### src/sv/spic_pkg.sv
// ----------------------------------------------------------------------------
// spic_pkg
// shared widths, class codes and pipeline structs for the segment pair test
// ----------------------------------------------------------------------------
package spic_pkg;

    localparam int COORD_W = 32;
    localparam int DIFF_W  = COORD_W + 1;
    localparam int PROD_W  = 2 * DIFF_W;
    localparam int SUM_W   = PROD_W + 1;
    localparam int N_MUL   = 6;

    localparam logic [1:0] CLASS_NONE  = 2'd0;
    localparam logic [1:0] CLASS_HIT   = 2'd1;
    localparam logic [1:0] CLASS_CROSS = 2'd2;

    // geometry cases: s = sloped, v = vertical, segment a first
    localparam logic [1:0] CASE_SS = 2'd0;
    localparam logic [1:0] CASE_SV = 2'd1;
    localparam logic [1:0] CASE_VS = 2'd2;
    localparam logic [1:0] CASE_VV = 2'd3;

    typedef logic signed [DIFF_W-1:0] t_diff;
    typedef logic signed [PROD_W-1:0] t_prod;
    typedef logic signed [SUM_W-1:0]  t_sum;

    typedef struct packed {
        t_diff [N_MUL-1:0] x;
        t_diff [N_MUL-1:0] y;
    } t_ops;

    typedef struct packed {
        logic [1:0] geo;
        logic       live;
        logic       vv_hit;
        logic       apart;
        t_diff      dob;
    } t_ctl;

endpackage

### src/sv/spic_prep.sv
// ----------------------------------------------------------------------------
// spic_prep
// orders both segments, picks the geometry case and steers multiplier operands
// ----------------------------------------------------------------------------
module spic_prep (
    input  logic [spic_pkg::COORD_W-1:0] i_a_lat_start,
    input  logic [spic_pkg::COORD_W-1:0] i_a_lon_start,
    input  logic [spic_pkg::COORD_W-1:0] i_a_lat_end,
    input  logic [spic_pkg::COORD_W-1:0] i_a_lon_end,
    input  logic [spic_pkg::COORD_W-1:0] i_b_lat_start,
    input  logic [spic_pkg::COORD_W-1:0] i_b_lon_start,
    input  logic [spic_pkg::COORD_W-1:0] i_b_lat_end,
    input  logic [spic_pkg::COORD_W-1:0] i_b_lon_end,
    output spic_pkg::t_ops               o_ops,
    output spic_pkg::t_ctl               o_ctl
);
    logic                         a_rev, a_vert, b_rev, b_vert;
    logic [spic_pkg::COORD_W-1:0] la0, oa0, la1, oa1, lb0, ob0, lb1, ob1;
    logic [spic_pkg::COORD_W-1:0] alo, ahi, blo, bhi;
    spic_pkg::t_diff              dla, doa, dlb, dob, e_l, e_o, f_l, g0, g1, h;

    always_comb begin
        a_rev  = i_a_lon_end < i_a_lon_start;
        a_vert = i_a_lon_end == i_a_lon_start;
        b_rev  = i_b_lon_end < i_b_lon_start;
        b_vert = i_b_lon_end == i_b_lon_start;

        la0 = a_rev ? i_a_lat_end   : i_a_lat_start;
        oa0 = a_rev ? i_a_lon_end   : i_a_lon_start;
        la1 = a_rev ? i_a_lat_start : i_a_lat_end;
        oa1 = a_rev ? i_a_lon_start : i_a_lon_end;
        lb0 = b_rev ? i_b_lat_end   : i_b_lat_start;
        ob0 = b_rev ? i_b_lon_end   : i_b_lon_start;
        lb1 = b_rev ? i_b_lat_start : i_b_lat_end;
        ob1 = b_rev ? i_b_lon_start : i_b_lon_end;

        dla = $signed({1'b0, la1}) - $signed({1'b0, la0});
        doa = $signed({1'b0, oa1}) - $signed({1'b0, oa0});
        dlb = $signed({1'b0, lb1}) - $signed({1'b0, lb0});
        dob = $signed({1'b0, ob1}) - $signed({1'b0, ob0});
        e_l = $signed({1'b0, lb0}) - $signed({1'b0, la0});
        e_o = $signed({1'b0, ob0}) - $signed({1'b0, oa0});
        f_l = $signed({1'b0, lb1}) - $signed({1'b0, la0});
        g0  = $signed({1'b0, la0}) - $signed({1'b0, lb0});
        g1  = $signed({1'b0, la1}) - $signed({1'b0, lb0});
        h   = $signed({1'b0, oa0}) - $signed({1'b0, ob0});

        // latitude ranges of two verticals, order of ends does not matter
        alo = (la0 < la1) ? la0 : la1;
        ahi = (la0 < la1) ? la1 : la0;
        blo = (lb0 < lb1) ? lb0 : lb1;
        bhi = (lb0 < lb1) ? lb1 : lb0;

        o_ctl.dob    = dob;
        o_ctl.apart  = ((la0 != lb0) || (oa0 != ob0)) && ((la1 != lb1) || (oa1 != ob1));
        o_ctl.vv_hit = (oa0 == ob0) && (alo < bhi) && (blo < ahi);

        // slots 0,1 give the determinant, 2..5 the two side tests
        o_ops.x[0] = dla; o_ops.y[0] = dob;
        o_ops.x[1] = dlb; o_ops.y[1] = doa;
        o_ops.x[2] = e_l; o_ops.y[2] = dob;
        o_ops.x[3] = e_o; o_ops.y[3] = dlb;
        o_ops.x[4] = e_l; o_ops.y[4] = doa;
        o_ops.x[5] = e_o; o_ops.y[5] = dla;

        if (a_vert && b_vert) begin
            o_ctl.geo  = spic_pkg::CASE_VV;
            o_ctl.live = 1'b1;
        end else if (a_vert) begin
            o_ctl.geo  = spic_pkg::CASE_VS;
            o_ctl.live = (ob0 < oa0) && (oa0 < ob1);
            o_ops.x[2] = g1; o_ops.y[2] = dob;
            o_ops.x[3] = h;  o_ops.y[3] = dlb;
            o_ops.x[4] = g0; o_ops.y[4] = dob;
            o_ops.x[5] = h;  o_ops.y[5] = dlb;
        end else if (b_vert) begin
            o_ctl.geo  = spic_pkg::CASE_SV;
            o_ctl.live = (oa0 < ob0) && (ob0 < oa1);
            o_ops.x[2] = f_l; o_ops.y[2] = doa;
            o_ops.x[3] = e_o; o_ops.y[3] = dla;
        end else begin
            o_ctl.geo  = spic_pkg::CASE_SS;
            o_ctl.live = (oa0 < ob1) && (ob0 < oa1);
        end
    end
endmodule

### config.mk
export PLATFORM = sky130hd
export DESIGN_NAME = spic_prep
export DESIGN_NICKNAME = d
export VERILOG_FILES = /design/src/sv/spic_pkg.sv /design/src/sv/spic_prep.sv
export SDC_FILE = /design/constraint.sdc
export NUM_CORES = 2
export LEC_CHECK = 0
export ABC_AREA = 1
export CAP_MARGIN = 10
export CORE_AREA = 10 10 330 332
export DETAILED_ROUTE_END_ITERATION = 12
export DIE_AREA = 0 0 340 342
export DONT_BUFFER_PORTS = 1
export PLACE_DENSITY_LB_ADDON = 0.05
export SYNTH_ARGS = -nofsm -noshare
export SYNTH_HDL_FRONTEND = slang
export SYNTH_SLANG_ARGS = --single-unit
### constraint.sdc
create_clock -name vclk -period 6.23
set_input_delay 0.623 -clock vclk [all_inputs]
set_output_delay 0.623 -clock vclk [all_outputs]
set_load 0.02 [all_outputs]
Word level (Yosys, flattened, before mapping)
Cells that the tools add are included.
{"block": "totals", "output_inout_bits": 434, "ramBits": 0, "mem_count": 0, "romBits": 0, "inputBits": 256, "latchBits": 0, "word_cells": 59, "regBits": 0}
{"block": "op_classes", "bitwise_logic": 0, "magnitude_cmp": 10, "addsub": 10, "mul": 0, "reduce_logical": 9, "n_eq_ne": 7, "div": 0, "n_mux": 23, "shift": 0}
{"operator": "$mux W32", "count": 12}
{"operator": "$mux W66", "count": 5}
{"operator": "$sub A32 B32 Y33", "count": 10}
{"operator": "$lt A32 B32 Y1", "count": 10}
{"operator": "$mux W132", "count": 2}
{"operator": "$ne A32 B32 Y1", "count": 4}
{"operator": "$eq A32 B32 Y1", "count": 3}
{"operator": "$mux W33", "count": 1}
{"operator": "$logic_and A1 B1 Y1", "count": 7}
{"operator": "$mux W3", "count": 2}
{"operator": "$logic_or A1 B1 Y1", "count": 2}
{"operator": "$mux W2", "count": 1}

Logic depth before layout (Yosys ltp)
{"block": "logic_depth", "word_depth": 7, "ltp_mapped": 49, "depth_no_buf": 45}

Least setup slack after synthesis
Ideal clock, no wire load.
{"block": "synth_path", "kind": "input to output", "from": "input port i_a_lon_start[27] (netlist bit)", "to": "output port o_ops[295] (netlist bit)", "n_path_buf": 6, "t_arrival_ps": 5499, "path_slack_ps": 108, "path_stages": 37, "t_required_ps": 5607, "cell_sequence": "inv_1 -> ha_1 -> nand2_2 -> o21bai_1 -> nand2_1 -> nand2_1 -> nand2_2 -> a21oi_4 -> nand2_8 -> buf_6 -> buf_6 -> buf_6 -> buf_6 -> buf_2 -> buf_4 -> o21ai_0 -> inv_1 -> ha_1 -> a21oi_1 -> inv_1 -> a31oi_1 -> o21ai_0 -> a21oi_1 -> inv_1 -> a21oi_1 -> o21ai_0 -> nand2_1 -> o211ai_1 -> nand4_1 -> nand2_1 -> nand2_1 -> nand2_1 -> a221oi_1 -> nor2_1 -> o21ai_0 -> nand2_1 -> o21ai_0"}
{"element": "from (decl)", "line": "spic_prep.sv:7", "source": "input logic [spic_pkg::COORD_W-1:0] i_a_lon_start,"}
{"element": "to (decl)", "line": "spic_prep.sv:14", "source": "output spic_pkg::t_ops o_ops,"}

Worst setup path after layout
{"block": "layout_path", "from": "input port i_a_lon_start[31] (netlist bit)", "to": "output port o_ops[382] (netlist bit)"}
{"block": "layout_between", "elab_chain_len": 5, "word_cells_on_any_way": 8, "classes_between": "add/sub: 2; order compare: 1; eq/ne: 1; mux: 3; reduce/logical: 1"}
{"element": "$lt A32 B32 Y1", "line": "spic_prep.sv:23", "source": "a_rev = i_a_lon_end < i_a_lon_start;"}
{"element": "$mux W32", "line": "spic_prep.sv:29", "source": "oa0 = a_rev ? i_a_lon_end : i_a_lon_start;"}
{"element": "$sub A32 B32 Y33, on equally long branches", "line": "spic_prep.sv:42, spic_prep.sv:46"}
{"element": "$mux W66", "line": "spic_prep.sv:69", "source": "end else if (a_vert) begin"}
{"element": "$mux W132 *", "line": "spic_prep.sv:66", "source": "if (a_vert && b_vert) begin"}
Every way passes the cells marked *; elsewhere a longest branch is shown, timed or not.

==> results by group <==
Power
  • Overall Power: 12.3 mW
  • Max VDD drop: 0.240 mV
  • Power Density: 290 nW/um^2
  • Lkg Pwr: 22.5 nW

GRT
  • First-pass GRT wire length: 250 mm
  • Vias in the first global route: 38,800
  • M1 GR Usage: 0.337
  • GR peak layer: met2
  • Met3 usage: 0.0476
  • Total GRT Usage: 0.283
  • M2 GR Usage: 0.512
  • Largest net degree at the start of global routing: 93
  • Initial antenna violation count: 4
  • Total congestion overflow: 0

Place
  • Cell Area, Placed: 40,600 um^2
  • PortBufs: 0
  • Pre-CTS setup slack: -0.661 ns
  • DP HPWL: 158 mm
  • Gpl congestion: 0.971

Floorplan
  • Die height: 342 um
  • # rows: 118
  • Core area: 103,000 um^2
  • Initial core utilization: 0.296
  • Die footprint: 116,000 um^2
  • Die X-Extent: 340 um
  • I/O pin count: 690

Logic synthesis
  • Syn avg cell area: 5.61 um^2
  • Sequential area share after synthesis: 0
  • Synth area leaders: nand2_1, ha_1, inv_1
  • Synth Instances: 5,422
  • Top cell type's share of synthesized area: 0.162
  • Synth Cell Area: 30,400 um^2
  • Cell taking the most area after synthesis: nand2_1
  • Synth cell types: 86
  • Mapped Nets: 6,068
  • Ys Warns: 0

Routing
  • Routed Wire Length: 178 mm
  • DR vias: 39,400
  • Starting DRT DRC Count: 2,474
  • Vias per Instance: 4.97
  • Drt first pass iters: 5
  • Routed WL per cell: 22.4 um
  • DR DRC count: 0
  • ANT nets after route: 0

Layout
  • Fillers: 11,500
  • Footprint of the multi-input gates: 26,400 um^2
  • Area delta synth->final: 39.5%
  • Share of layout cells above drive strength 1: 0.277
  • Register area: 0 um^2
  • Most frequent cells in the layout: buf_4, nand2_1, inv_1
  • Sequential cell count: 0
  • Nets: 7,194
  • Util after Layout: 0.413
  • Leading cell type in the layout, fill and taps excluded: buf_4
  • Clkbuf count: 0
  • Final Cell Area: 42,400 um^2

Worst setup path
  • CP peak stage delay: 0.33 ns
  • CP endpoint kind: primary output
  • Crit path launch: i_a_lon_start[31]
  • CP max-delay cell: o32ai_2
  • Worst-path fanout max: 62
  • CP Data Arrival Time: 5.46 ns
  • CP most frequent cell: buf_4
  • Critical Path Start Type: input pin
  • Required @ worst endpoint: 5.61 ns
  • Critical path type: input pin to primary output

Worst hold path
  • Hold Path Depth: 1
  • Hold Startpoint: i_a_lat_end[0]
  • HP Class: input pin to primary output
  • WHS Endpoint: o_ops[198]

Timing
  • FMAX: 164 MHz
  • Final Hold Slack: 1.41 ns
  • Slew HR: 0.412
  • # setup viols final: 0
  • Fin. max-slew vios: 0
  • Fin crit share: 0.977
  • Measured slew at the worst slew-check pin: 0.872 ns
  • Fin. Hold Viols: 0
  • Final WS setup: 0.145 ns
  • RSZ-0062 raised after global routing: yes
  • Tmin final: 6.08 ns

Clock tree
  • Hold-fix buffer count after cts: 0

Status
  • Status: completed

Flow run
  • Max-cap viol count: 0
-- cell usage after synthesis, drive strengths merged (15+ instances only) --
master	number
a31oi	46
nand2	1353
clkbuf	89
o21a	57
a211oi	23
nand3	129
buf	137
nor3	51
nand4	51
nor2	387
ha	384
inv	922
o21bai	24
a21oi	462
xor2	262
xnor2	71
o21ai	773
nor4	15
o211ai	26
-- worst max path at each step --
| stage | to | cells after the start |
|---|---|---|
| after CTS | o_ctl[34] | 43 |
| final | o_ops[382] | 29 |
| after global placement | o_ctl[34] | 39 |
| after global routing | o_ctl[34] | 43 |
| after detailed placement | o_ctl[34] | 37 |
| after floorplan | o_ops[295] | 37 |
-- timing repair --
action | in CTS | in global routing
endpoints found under the setup margin | 60 | 65
gates cloned | 3 | 11
pin swaps | 13 | 84
gates resized for setup | 74 | 223
buffers inserted | 8 | 29
-- routing by layer --
metal	vias up	part of all wire	routed length, um
li1	20000	-	-
met1	18200	0.42	73800
met2	1112	0.48	85900
met3	203	0.061	10900
met4	2	0.039	6990
met5	-	0.000096	17
-- stage by stage --
step,cells,TNS (ns)
finish,7928,0
global route,7926,-1.46
CTS,7888,-0.0654
detailed placement,7877,-9.05
global placement,7877,-8.39
floorplan,5422,0
-- logic make-up (layout without fill, tap and decap cells) --
family / count (synthesis) / after routing / synth area share
AND/OR/NAND/NOR: 2015 / 2018 / 0.272
AO/OA/AOI/OAI: 1524 / 1524 / 0.301
buffers and inverters: 1154 / 2275 / 0.167
adder cells (fa/ha/maj): 390 / 390 / 0.162
XOR/XNOR: 333 / 333 / 0.0967
multiplexers: 6 / 6 / 0.00202
other: 0 / 2 / 0
-- where the power goes --
part / switching [mW] / leakage, nW / total, mW / internal [mW]
sequential: 0 / 0 / 0 / 0
combinational: 7.45 / 22.5 / 12.3 / 4.85
clock: 0 / 0.0000157 / 0.0000000845 / 0.0000000845
total: 7.45 / 22.5 / 12.3 / 4.85
-- worst max-delay path: cells and delay by family --
family / cells / cell delay (ns)
adders and majority gates: 2 / 0.53
xor gates and xnor gates: 1 / 0.28
buffers and inverters: 12 / 1.79
AOI/OAI and AO/OA: 8 / 1.54
and+or+nand+nor: 6 / 0.65
-- cell type report --
cell class                      instances  share of cell area
Antenna cell                            2            0.000118
Tap cell                             1380              0.0407
Inverter                              928              0.0824
Timing Repair Buffer                 1347               0.255
Multi-Input combinational cell       4271               0.622
(Power assumes the default switching activity.)
